`src/design/cle_pkg.sv`:
```
`timescale 1ns / 1ps
// ----------------------------------------------------------------------------
// cle_pkg: shared types and constants of the circular list engine
// request and result payloads, action and status codes, default sizes
// ----------------------------------------------------------------------------
package cle_pkg;

	localparam int CAPACITY = 32;
	localparam int MAX_OUT  = 32;

	localparam logic [2:0] ACT_INS_REAR  = 3'd0;
	localparam logic [2:0] ACT_INS_FRONT = 3'd1;
	localparam logic [2:0] ACT_DEL_FRONT = 3'd2;
	localparam logic [2:0] ACT_DEL_REAR  = 3'd3;
	localparam logic [2:0] ACT_REVERSE   = 3'd4;
	localparam logic [2:0] ACT_SORT      = 3'd5;
	localparam logic [2:0] ACT_DUMP      = 3'd6;

	localparam logic [1:0] ST_OK    = 2'd0;
	localparam logic [1:0] ST_FULL  = 2'd1;
	localparam logic [1:0] ST_EMPTY = 2'd2;

	typedef struct packed {
		logic [2:0]         action;
		logic signed [31:0] value;
	} cmd_t;

	typedef struct packed {
		logic [1:0]         status;
		logic signed [31:0] data_out;
		logic               last;
	} result_t;

endpackage

```
`src/design/cle_ram.sv`:
```
`timescale 1ns / 1ps
// ----------------------------------------------------------------------------
// cle_ram: generic single write port ram
// one write and one read address per cycle, read data registered
// ----------------------------------------------------------------------------
module cle_ram #(
	parameter int WIDTH = 32,
	parameter int DEPTH = 32
) (
	input  logic                     clk,
	input  logic                     we,
	input  logic [$clog2(DEPTH)-1:0] waddr,
	input  logic [WIDTH-1:0]         wdata,
	input  logic [$clog2(DEPTH)-1:0] raddr,
	output logic [WIDTH-1:0]         rdata
);

	logic [WIDTH-1:0] mem [DEPTH];

	always_ff @(posedge clk) begin
		if (we) begin
			mem[waddr] <= wdata;
		end
		rdata <= mem[raddr];
	end

endmodule

```
`src/design/circular_list_engine_unit.sv`:
```
`timescale 1ns / 1ps
// ----------------------------------------------------------------------------
// circular_list_engine_unit: circular singly linked list in two rams
// ring of values kept in a value ram and a next-link ram, one action per request
// ----------------------------------------------------------------------------
// Usage: drive cmd and raise start while busy is low; the request is taken at
// that edge; busy, if it rises, goes low in the cycle that shows its last result.
// Results appear on result for one cycle each, marked by strobe; result.last
// flags the final one of a request. The receiver cannot hold results off.
// Every action returns one result, except dump which returns one per value
// (at most 32), in order from the head.
// Each walk step is one registered read of the link/value rams, in S_RD,
// followed by the update in S_EX.
// Head, tail, node count and allocation pointer are held in flops; slots are
// never reclaimed, so inserts report full after CAPACITY inserts in total.
// Reset clears the control state and empties the list; the rams need no clear.
// ----------------------------------------------------------------------------
module circular_list_engine_unit #(
	parameter int CAPACITY = cle_pkg::CAPACITY
) (
	input  logic              clk,
	input  logic              arst_n,
	input  logic              start,
	output logic              busy,
	input  cle_pkg::cmd_t     cmd,
	output logic              strobe,
	output cle_pkg::result_t  result
);

	localparam int AW = $clog2(CAPACITY);
	localparam int CW = $clog2(CAPACITY + 1);

	localparam logic [2:0] S_IDLE = 3'd0;
	localparam logic [2:0] S_INS  = 3'd1;
	localparam logic [2:0] S_INS2 = 3'd2;
	localparam logic [2:0] S_RD   = 3'd3;
	localparam logic [2:0] S_EX   = 3'd4;
	localparam logic [2:0] S_WB   = 3'd5;

	logic [2:0]         state_q;
	logic [2:0]         op_q;
	logic signed [31:0] value_q;
	logic signed [31:0] carry_q;
	logic [AW-1:0]      head_q, tail_q, cur_q, prev_q, slot_q;
	logic [CW-1:0]      count_q, nfree_q, idx_q, pass_q;
	logic               strobe_q;
	cle_pkg::result_t   result_q;

	logic               l_we, v_we;
	logic [AW-1:0]      l_wa, v_wa, l_wd, lnk;
	logic signed [31:0] v_wd, val;
	logic [31:0]        val_raw;
	logic [CW:0]        idx_w;
	logic               at_end, dump_last, full;
	logic [1:0]         idle_st;

	cle_ram #(.WIDTH(AW), .DEPTH(CAPACITY)) u_link (
		.clk(clk), .we(l_we), .waddr(l_wa), .wdata(l_wd), .raddr(cur_q), .rdata(lnk)
	);

	cle_ram #(.WIDTH(32), .DEPTH(CAPACITY)) u_value (
		.clk(clk), .we(v_we), .waddr(v_wa), .wdata(v_wd), .raddr(cur_q), .rdata(val_raw)
	);

	assign val       = $signed(val_raw);
	assign full      = (nfree_q == CW'(CAPACITY));
	assign at_end    = (idx_q == count_q - CW'(1));
	assign idx_w     = {1'b0, idx_q} + (CW + 1)'(1);
	assign dump_last = (idx_w == {1'b0, count_q}) || (idx_w == (CW + 1)'(cle_pkg::MAX_OUT));
	assign busy      = (state_q != S_IDLE);
	assign strobe    = strobe_q;
	assign result    = result_q;

	// status of a request that finishes without a walk
	always_comb begin
		idle_st = cle_pkg::ST_OK;
		case (cmd.action) inside
			cle_pkg::ACT_INS_REAR, cle_pkg::ACT_INS_FRONT: begin
				if (full) begin
					idle_st = cle_pkg::ST_FULL;
				end
			end
			cle_pkg::ACT_DEL_FRONT, cle_pkg::ACT_DEL_REAR, cle_pkg::ACT_DUMP: begin
				if (count_q == '0) begin
					idle_st = cle_pkg::ST_EMPTY;
				end
			end
			default: ;
		endcase
	end

	always_comb begin
		l_we = 1'b0;
		l_wa = tail_q;
		l_wd = slot_q;
		v_we = 1'b0;
		v_wa = prev_q;
		v_wd = carry_q;
		case (state_q)
			S_INS: begin
				v_we = 1'b1;
				v_wa = slot_q;
				v_wd = value_q;
				l_we = 1'b1;
				l_wa = slot_q;
				l_wd = (count_q == '0) ? slot_q : head_q;
			end
			S_INS2: begin
				l_we = 1'b1;
			end
			S_EX: begin
				case (op_q)
					cle_pkg::ACT_DEL_FRONT: begin
						l_we = 1'b1;
						l_wd = lnk;
					end
					cle_pkg::ACT_DEL_REAR: begin
						l_we = (lnk == tail_q);
						l_wa = cur_q;
						l_wd = head_q;
					end
					cle_pkg::ACT_REVERSE: begin
						l_we = 1'b1;
						l_wa = cur_q;
						l_wd = prev_q;
					end
					cle_pkg::ACT_SORT: begin
						// keep the larger value moving toward the tail
						v_we = (idx_q != '0);
						v_wd = (carry_q > val) ? val : carry_q;
					end
					default: ;
				endcase
			end
			S_WB: begin
				v_we = 1'b1;
			end
			default: ;
		endcase
	end

	always_ff @(posedge clk or negedge arst_n) begin
		if (!arst_n) begin
			state_q  <= S_IDLE;
			head_q   <= '0;
			tail_q   <= '0;
			count_q  <= '0;
			nfree_q  <= '0;
			strobe_q <= 1'b0;
		end else begin
			strobe_q <= 1'b0;
			unique case (state_q)
				S_IDLE: begin
					if (start) begin
						op_q     <= cmd.action;
						value_q  <= cmd.value;
						cur_q    <= head_q;
						prev_q   <= tail_q;
						slot_q   <= nfree_q[AW-1:0];
						idx_q    <= '0;
						pass_q   <= '0;
						result_q <= '{status: idle_st, data_out: '0, last: 1'b1};
						case (cmd.action) inside
							cle_pkg::ACT_INS_REAR, cle_pkg::ACT_INS_FRONT: begin
								if (full) begin
									strobe_q <= 1'b1;
								end else begin
									state_q <= S_INS;
								end
							end
							cle_pkg::ACT_DEL_FRONT, cle_pkg::ACT_DEL_REAR: begin
								if (count_q == '0) begin
									strobe_q <= 1'b1;
								end else if (count_q == CW'(1)) begin
									count_q  <= '0;
									strobe_q <= 1'b1;
								end else begin
									state_q <= S_RD;
								end
							end
							cle_pkg::ACT_REVERSE, cle_pkg::ACT_SORT: begin
								if (count_q < CW'(2)) begin
									strobe_q <= 1'b1;
								end else begin
									state_q <= S_RD;
								end
							end
							cle_pkg::ACT_DUMP: begin
								if (count_q == '0) begin
									strobe_q <= 1'b1;
								end else begin
									state_q <= S_RD;
								end
							end
							default: begin
								strobe_q <= 1'b1;
							end
						endcase
					end
				end
				S_INS: begin
					nfree_q <= nfree_q + CW'(1);
					count_q <= count_q + CW'(1);
					if (count_q == '0) begin
						head_q   <= slot_q;
						tail_q   <= slot_q;
						strobe_q <= 1'b1;
						state_q  <= S_IDLE;
					end else begin
						state_q <= S_INS2;
					end
				end
				S_INS2: begin
					if (op_q == cle_pkg::ACT_INS_FRONT) begin
						head_q <= slot_q;
					end else begin
						tail_q <= slot_q;
					end
					strobe_q <= 1'b1;
					state_q  <= S_IDLE;
				end
				S_RD: begin
					state_q <= S_EX;
				end
				S_EX: begin
					case (op_q)
						cle_pkg::ACT_DEL_FRONT: begin
							head_q   <= lnk;
							count_q  <= count_q - CW'(1);
							strobe_q <= 1'b1;
							state_q  <= S_IDLE;
						end
						cle_pkg::ACT_DEL_REAR: begin
							if (lnk == tail_q) begin
								tail_q   <= cur_q;
								count_q  <= count_q - CW'(1);
								strobe_q <= 1'b1;
								state_q  <= S_IDLE;
							end else begin
								cur_q   <= lnk;
								state_q <= S_RD;
							end
						end
						cle_pkg::ACT_REVERSE: begin
							prev_q <= cur_q;
							cur_q  <= lnk;
							idx_q  <= idx_q + CW'(1);
							if (at_end) begin
								head_q   <= tail_q;
								tail_q   <= head_q;
								strobe_q <= 1'b1;
								state_q  <= S_IDLE;
							end else begin
								state_q <= S_RD;
							end
						end
						cle_pkg::ACT_SORT: begin
							if (idx_q == '0 || !(carry_q > val)) begin
								carry_q <= val;
							end
							prev_q <= cur_q;
							cur_q  <= lnk;
							if (at_end) begin
								state_q <= S_WB;
							end else begin
								idx_q   <= idx_q + CW'(1);
								state_q <= S_RD;
							end
						end
						default: begin
							// dump
							result_q <= '{status: cle_pkg::ST_OK, data_out: val, last: dump_last};
							strobe_q <= 1'b1;
							cur_q    <= lnk;
							idx_q    <= idx_q + CW'(1);
							state_q  <= dump_last ? S_IDLE : S_RD;
						end
					endcase
				end
				S_WB: begin
					// one bubble pass done, tail holds the pass maximum
					if (pass_q == count_q - CW'(2)) begin
						strobe_q <= 1'b1;
						state_q  <= S_IDLE;
					end else begin
						pass_q  <= pass_q + CW'(1);
						cur_q   <= head_q;
						idx_q   <= '0;
						state_q <= S_RD;
					end
				end
				default: begin
					state_q <= S_IDLE;
				end
			endcase
		end
	end

`ifndef SYNTHESIS
	a_count_alloc: assert property (@(posedge clk) disable iff (!arst_n)
		count_q <= nfree_q) else $error("node count above allocated slots");
	a_alloc_range: assert property (@(posedge clk) disable iff (!arst_n)
		nfree_q <= CW'(CAPACITY)) else $error("allocation pointer out of range");
	a_single_result: assert property (@(posedge clk) disable iff (!arst_n)
		strobe_q && !result_q.last |-> op_q == cle_pkg::ACT_DUMP)
		else $error("multiple results outside dump");
	a_request_taken: assert property (@(posedge clk) disable iff (!arst_n)
		start && !busy |=> busy || strobe) else $error("request dropped");
	a_walk_nonempty: assert property (@(posedge clk) disable iff (!arst_n)
		state_q == S_RD |-> count_q != '0) else $error("walk on empty list");
`endif

endmodule

```
`config.mk`:
```
export PLATFORM = sky130hd
export DESIGN_NAME = circular_list_engine_unit
export DESIGN_NICKNAME = d
export VERILOG_FILES = /design/src/design/cle_pkg.sv /design/src/design/cle_ram.sv /design/src/design/circular_list_engine_unit.sv
export SDC_FILE = /design/constraint.sdc
export NUM_CORES = 1
export LEC_CHECK = 0
export ABC_AREA = 1
export ABC_CLOCK_PERIOD_IN_PS = 3800
export BUFFER_PORTS_ARGS = -buffer_cell sky130_fd_sc_hd__clkbuf_2
export CAP_MARGIN = 25
export CELL_PAD_IN_SITES_DETAIL_PLACEMENT = 1
export CELL_PAD_IN_SITES_GLOBAL_PLACEMENT = 2
export CORE_UTILIZATION = 45
export CTS_CLUSTER_SIZE = 28
export DETAILED_ROUTE_END_ITERATION = 16
export PLACE_DENSITY_LB_ADDON = 0.1
export SYNTH_ARGS = -nofsm -noshare
export SYNTH_HDL_FRONTEND = slang
export SYNTH_SLANG_ARGS = --single-unit
```
`constraint.sdc`:
```
create_clock -name clk -period 3.8 [get_ports clk]
set_clock_uncertainty 0.1 [all_clocks]
set_input_delay 0.19 -clock clk [delete_from_list [all_inputs] [get_ports clk]]
set_output_delay 0.19 -clock clk [all_outputs]
set_load 0.01 [all_outputs]
```
Word level (Yosys, flattened, before mapping)
Memory sizes are Yosys's and may differ from the RTL's. A register that Yosys moved wholly into a read port is not among the register bits.
Cells that the tools add are included.
{"block": "word_totals", "reg_bits": 155, "mem_bits_rw": 1184, "out_inout_bits": 37, "n_memories": 2}
{"name": "u_value.mem", "depth": 32, "width": 32, "rd": 1, "rd_ports_with_merged_regs": 1, "write_ports": 1, "line_no": "cle_ram.sv:18", "rtl": "logic [WIDTH-1:0] mem [DEPTH];"}
{"name": "u_link.mem", "depth": 32, "width": 5, "rd": 1, "rd_ports_with_merged_regs": 1, "write_ports": 1, "line_no": "cle_ram.sv:18"}
{"block": "op_classes", "add_sub_neg": 7, "order_cmp": 2, "eq_ne": 49, "mux": 90, "reduce_logical": 36}
{"operator": "two-way mux 35 bit", "count": 2}
{"operator": "two-way mux 5 bit", "count": 14}
{"operator": "one-hot mux 35 bit (2 select lines)", "count": 1}
{"operator": "two-way mux 32 bit", "count": 2}
{"operator": "one-hot mux 32 bit (2 select lines)", "count": 1}
{"operator": "two-way mux 6 bit", "count": 10}
{"operator": "one-hot mux 5 bit (2 select lines)", "count": 6}
{"operator": "one-hot mux 5 bit (3 select lines)", "count": 4}
{"operator": "one-hot mux 6 bit (2 select lines)", "count": 3}
{"operator": "one-hot mux 6 bit (3 select lines)", "count": 2}
{"operator": "two-way mux 3 bit", "count": 11}
{"operator": "> comparator 32 bit", "count": 1}
{"operator": "adder 6 x 1 -> 6 bit, second input constant", "count": 4}
{"operator": "inequality test 2 bit, second input constant", "count": 12}
{"operator": "== test 3 bit, second input constant", "count": 7}
{"operator": "AND reduction 4 bit", "count": 5}
{"operator": "two-way mux 1 bit", "count": 19}
{"operator": "== test 3 x 2 -> 1 bit, second input constant", "count": 6}
{"operator": "AND reduction 6 bit", "count": 3}
{"operator": "OR reduction 2 bit", "count": 9}
{"operator": "two-way mux 2 bit", "count": 8}
{"operator": "inequality test 3 bit, second input constant", "count": 5}
{"operator": "one-hot mux 3 bit (5 select lines)", "count": 1}
{"operator": "== test 6 bit", "count": 2}
{"operator": "32 further kinds", "count": 46}

Depth between registers and ports, before layout
{"block": "depth", "ltp_word": 8, "mapped_depth": 20, "ltp_nobuf": 19}

By module
From an unflattened synthesis, not the netlist that was laid out.
{"block": "unflattened", "hier_cells": 5238, "hier_area_um2": 58616.2}
{"mod": "cle_ram at u_value", "n_inst": 1, "cells_per_inst": 3536, "area_per_inst_um2": 42405.7}
{"mod": "circular_list_engine_unit", "n_inst": 1, "cells_per_inst": 1107, "area_per_inst_um2": 9414.0}
{"mod": "cle_ram at u_link", "n_inst": 1, "cells_per_inst": 595, "area_per_inst_um2": 6796.5}

Least setup slack after synthesis
Ideal clock, no wire load.
{"block": "synth_path", "path_type": "reg2reg", "startpoint": "register state_q[2]", "endpoint": "memory u_value.mem[13][0], enable pin", "setup_time_ps": 421, "arrival_time_ps": 2814, "setup_slack_ps": 465, "stages_incl_launch_ff": 10, "path_buffers": 0, "path_cell_list": "dfrtp_1 -> inv_2 -> nand2_2 -> nor2_4 -> inv_2 -> nor2_1 -> inv_1 -> o21ai_0 -> nand3_1 -> nor2_1"}
{"block": "synth_between", "elab_chain_cells": 5, "word_cells_on_any_way": 8}
{"item": "start, declared", "line_no": "circular_list_engine_unit.sv:40", "rtl": "logic [2:0] state_q;"}
{"item": "start signal, assigned", "line_no": "circular_list_engine_unit.sv:276", "rtl": "state_q <= dump_last ? S_IDLE : S_RD;"}
{"item": "== test 3 bit or == test 3 x 1 -> 1 bit (tied branches)", "line_no": "circular_list_engine_unit.sv:99", "rtl": "case (state_q)"}
{"item": "OR reduction 2 bit (no line)"}
{"item": "one-hot mux 1 bit (2 select lines)", "line_no": "circular_list_engine_unit.sv:99"}
{"item": "two-way mux 1 bit", "line_no": "cle_ram.sv:21", "rtl": "if (we) begin"}
{"item": "two-way mux 1 bit (implied by the code)", "line_no": "cle_ram.sv:22", "rtl": "mem[waddr] <= wdata;"}
{"item": "end, declared", "line_no": "cle_ram.sv:18"}
Parallel ways exist; a longest one is shown, timed or not.

Worst setup path after layout
{"block": "layout_path", "startpoint": "register state_q[2]", "endpoint": "memory u_value.mem[28][10], enable pin"}
The elaborated chain is that of the path after synthesis.

==> results.ini <==
[outcome]
outcome = finished, violations left
failed_checks = DRC

[cells_and_area]
register_area_sq_um = 40820
multi_input_area_sq_um = 13630
finish.instance_area_sq_um = 65130
layout.nets = 4686
synthToLayoutAreaGrowth_pct = 16.09
layout.filler_cells = 12260
final_cells = 6368
drive_above_1_share_pct = 12.43
layout_common_cells = sky130_fd_sc_hd__edfxtp_1, sky130_fd_sc_hd__nor2_1, sky130_fd_sc_hd__o21ai_0
commonest_non_fill_non_tap_cell_in_the_layout = sky130_fd_sc_hd__edfxtp_1

[die]
dieWidth_um = 355.1
number_of_rows_in_the_core_area = 129
initial_cell_density_of_the_core_pct = 45.38
io_pins = 75
core-area_sq_um = 123600
die_h_um = 355.1
die_footprint_sq_um = 126100

[sta]
fmaxAchievable_ghz = 0.2820
fin_setup_tns_ns = 0
relSlewSlack_pct = 29.99
final_max_slew_viol_count = 0
hold_violations = 0
fin_crit_sh_pct = 93.32
setup_viol = 0
grt_setup_unrepaired = false
layout_min_cycle_time_ns = 3.546
worst-slew-pin-transition_ns = 1.048

[placement]
hpwlAfterDp_um = 106700
placedInstanceArea_sq_um = 59640
gpl.final_weighted_congestion = 0.8345
numPlacedInstances = 6032
io_buffer_count = 74

[clocking]
cts_hold_repair.buffers = 59
cts_repair_resize_count = 0
cts_made_buffers = 148
cts.clk_slew.worst_paths_ns = 0.06
cts-root-to-sink-buffers = 3
post_cts_buffers = 0
cts_htree_levels = 4
insertion_delay_ns = 0.81
tritoncts_clock_tree = yes
cts-root-buf = sky130_fd_sc_hd__clkbuf_16
cts_sinks = 1376

[pwr]
p_leak_nw = 21.91
vdd.ir_drop.worst_mv = 0.5936
p_per_area_nw_per_um2 = 775.1
post-layout-total-power_mw = 50.48

[drt]
met3WireLength_um = 13720
ant_nets = 0
drt_pass1_iterations = 11
vias = 38420
drc = 4
drt_first_iter_violations = 4268
via_density = 6.034
route.detailed.wl_per_inst_um = 29.54
route.top_layer_used = met5
wl_um = 188100
drt-met1-wl_um = 83820
wl_met2_um = 85520

[synthesis]
synth.cell_area_sq_um = 56100
synth.mux.area_fraction_pct = 0
postSynthAreaPerCell_sq_um = 12.69
combinational_family_with_the_most_area_after_synthesis = compound AO/OA/AOI/OAI gates
synth.yosys.seq_area_share_pct = 72.76
simple_gate_fraction_of_synth_area_pct = 9.579
synth_xor_xnor_area_share_pct = 0.4973
synth.yosys.warnings = 0
ys_ff_latch = 1376
synth_compound_gate_area_share_pct = 12.70
synth.distinct_cells = 56
synth_adder_area_share_pct = 0.9813
synthesized_net_count = 4503
synth_instances = 4421

[grt]
groute.usage.overall_pct = 29.85
grt_max_degree = 114
first_pass_grt_wire_length_um = 270700
grt_antenna_before_repair = 20
grt_pass1_vias = 38590
grt_remaining_overflow = 0

[setup_path]
timing.critical_path.cells = inv_2 > nand2_2 > nor2_4 > inv_2 > nor2_1 > inv_1 > o21ai_0 > nand3_1 > nor2_4 > buf_12
crit_arrival_ns = 3.94
critPathBufInv = 4
critical-path-slowest-cell = sky130_fd_sc_hd__nor2_4
path_class = flip-flop to flip-flop
endpoint_type_of_the_worst_setup_path = flip-flop
biggest_cell_delay_along_the_critical_path_ns = 0.53
critPathMaxFanout = 15
worstSetupStartpointType = flip-flop
cp_data_required_time_ns = 4.19
critical_path.top_delay_family = simple AND/OR/NAND/NOR gates

[flow_run]
cap_violations = 0

[min_path]
holdCritPathClass = input pin to flip-flop

## area by class of cell
class / count / share of cell area (%)
diodes: 1 / 0.003842
repair buffers: 330 / 4.564
inverters: 196 / 1.168
clock buffers: 183 / 5.982
clock inverters: 93 / 1.543
well taps: 1637 / 3.145
multi-input cells: 2552 / 20.92
flip-flops and latches: 1376 / 62.67
## cells in the mapped netlist, drive strengths merged
master / number / area share [%]
edfxtp: 1313 / 70
nor2: 859 / 5.8
o21ai: 719 / 6.5
nand2: 242 / 1.7
o221ai: 217 / 3.4
clkbuf: 208 / 1.4
inv: 195 / 1.3
nand3: 143 / 1.4
o22ai: 93 / 1.0
buf: 89 / 0.79
ha: 44 / 0.98
nand4: 44 / 0.49
a21oi: 42 / 0.38
a31oi: 39 / 0.43
dfxtp: 37 / 1.3
a32oi: 35 / 0.55
dfrtp: 26 / 1.2
xor2: 20 / 0.33
xnor2: 11 / 0.17
a211oi: 7 / 0.094
a221oi: 7 / 0.17
nor3: 7 / 0.091
nand3b: 4 / 0.089
or2: 4 / 0.045
o211ai: 3 / 0.058
nor3b: 2 / 0.027
o2111ai: 2 / 0.031
o32ai: 2 / 0.031
a21o: 1 / 0.013
a22oi: 1 / 0.013
and2: 1 / 0.011
clkinv: 1 / 0.0067
o21a: 1 / 0.013
o22a: 1 / 0.016
o31ai: 1 / 0.013
## sequential cells by signal, summed over array words and instances (netlist names), 6 cells and up
name	count
pass_q	6
carry_q	32
value_q	32
u_value.mem	1024
count_q	6
u_link.mem	160
nfree_q	6
idx_q	6
u_value.rdata	32
result	35
## metrics by stage
stage	hold WS [ns]	utilization (%)	setup WS (ns)
after floorplan	-0.2056	-	0.4649
after global placement	0.2116	48.23	0.3700
after detailed placement	0.2084	48.24	0.3139
after CTS	0.0001251	52.68	0.2881
after global routing	0.04759	52.68	0.04286
final	0.05707	52.68	0.2538
## worst register-to-register path, cell delays in order, from the launching register on
cell and delay (ns):
sky130_fd_sc_hd__dfrtp_1 0.47, sky130_fd_sc_hd__inv_2 0.11, sky130_fd_sc_hd__nand2_2 0.07, sky130_fd_sc_hd__nor2_4 0.28, sky130_fd_sc_hd__inv_2 0.24, sky130_fd_sc_hd__nor2_1 0.32
sky130_fd_sc_hd__inv_1 0.08, sky130_fd_sc_hd__o21ai_0 0.27, sky130_fd_sc_hd__nand3_1 0.47, sky130_fd_sc_hd__nor2_4 0.53, sky130_fd_sc_hd__buf_12 0.27
## metal layers
metal  vias up  track usage (%)
li1      16800                -
met1     19940            43.22
met2      1409            46.00
met3       281            5.379
met4         2            8.914
met5         -                0
## worst paths after layout
kind                              startpoint                  end  slack (ns)  depth (start not counted)
setup / recovery                  state_q[2]  u_value.mem[28][10]        0.25                         10
hold / removal                       cmd[13]          value_q[13]        0.06                          2
setup reg to reg                  state_q[2]  u_value.mem[28][10]        0.25                         10
hold reg to reg            u_value.rdata[10]          carry_q[10]        0.33                          0
max in group asynchronous             arst_n           nfree_q[5]        2.81                          4
min in group asynchronous             arst_n           count_q[3]        0.46                          4
## where the power goes
group	internal (mW)	switching [mW]	leakage, nW
clock	8.38	6.22	2.37
combinational	3.88	11.3	7.03
sequential	20.0	0.641	12.5
total	32.3	18.2	21.9
## cells by family after synthesis
logic type,Yosys count
AO/OA/AOI/OAI,1171
XOR/XNOR,31
adder cells (fa/ha/maj),44
buffers and inverters,493
flip-flops,1376
AND/OR/NAND/NOR,1306
(Power assumes the default switching activity.)
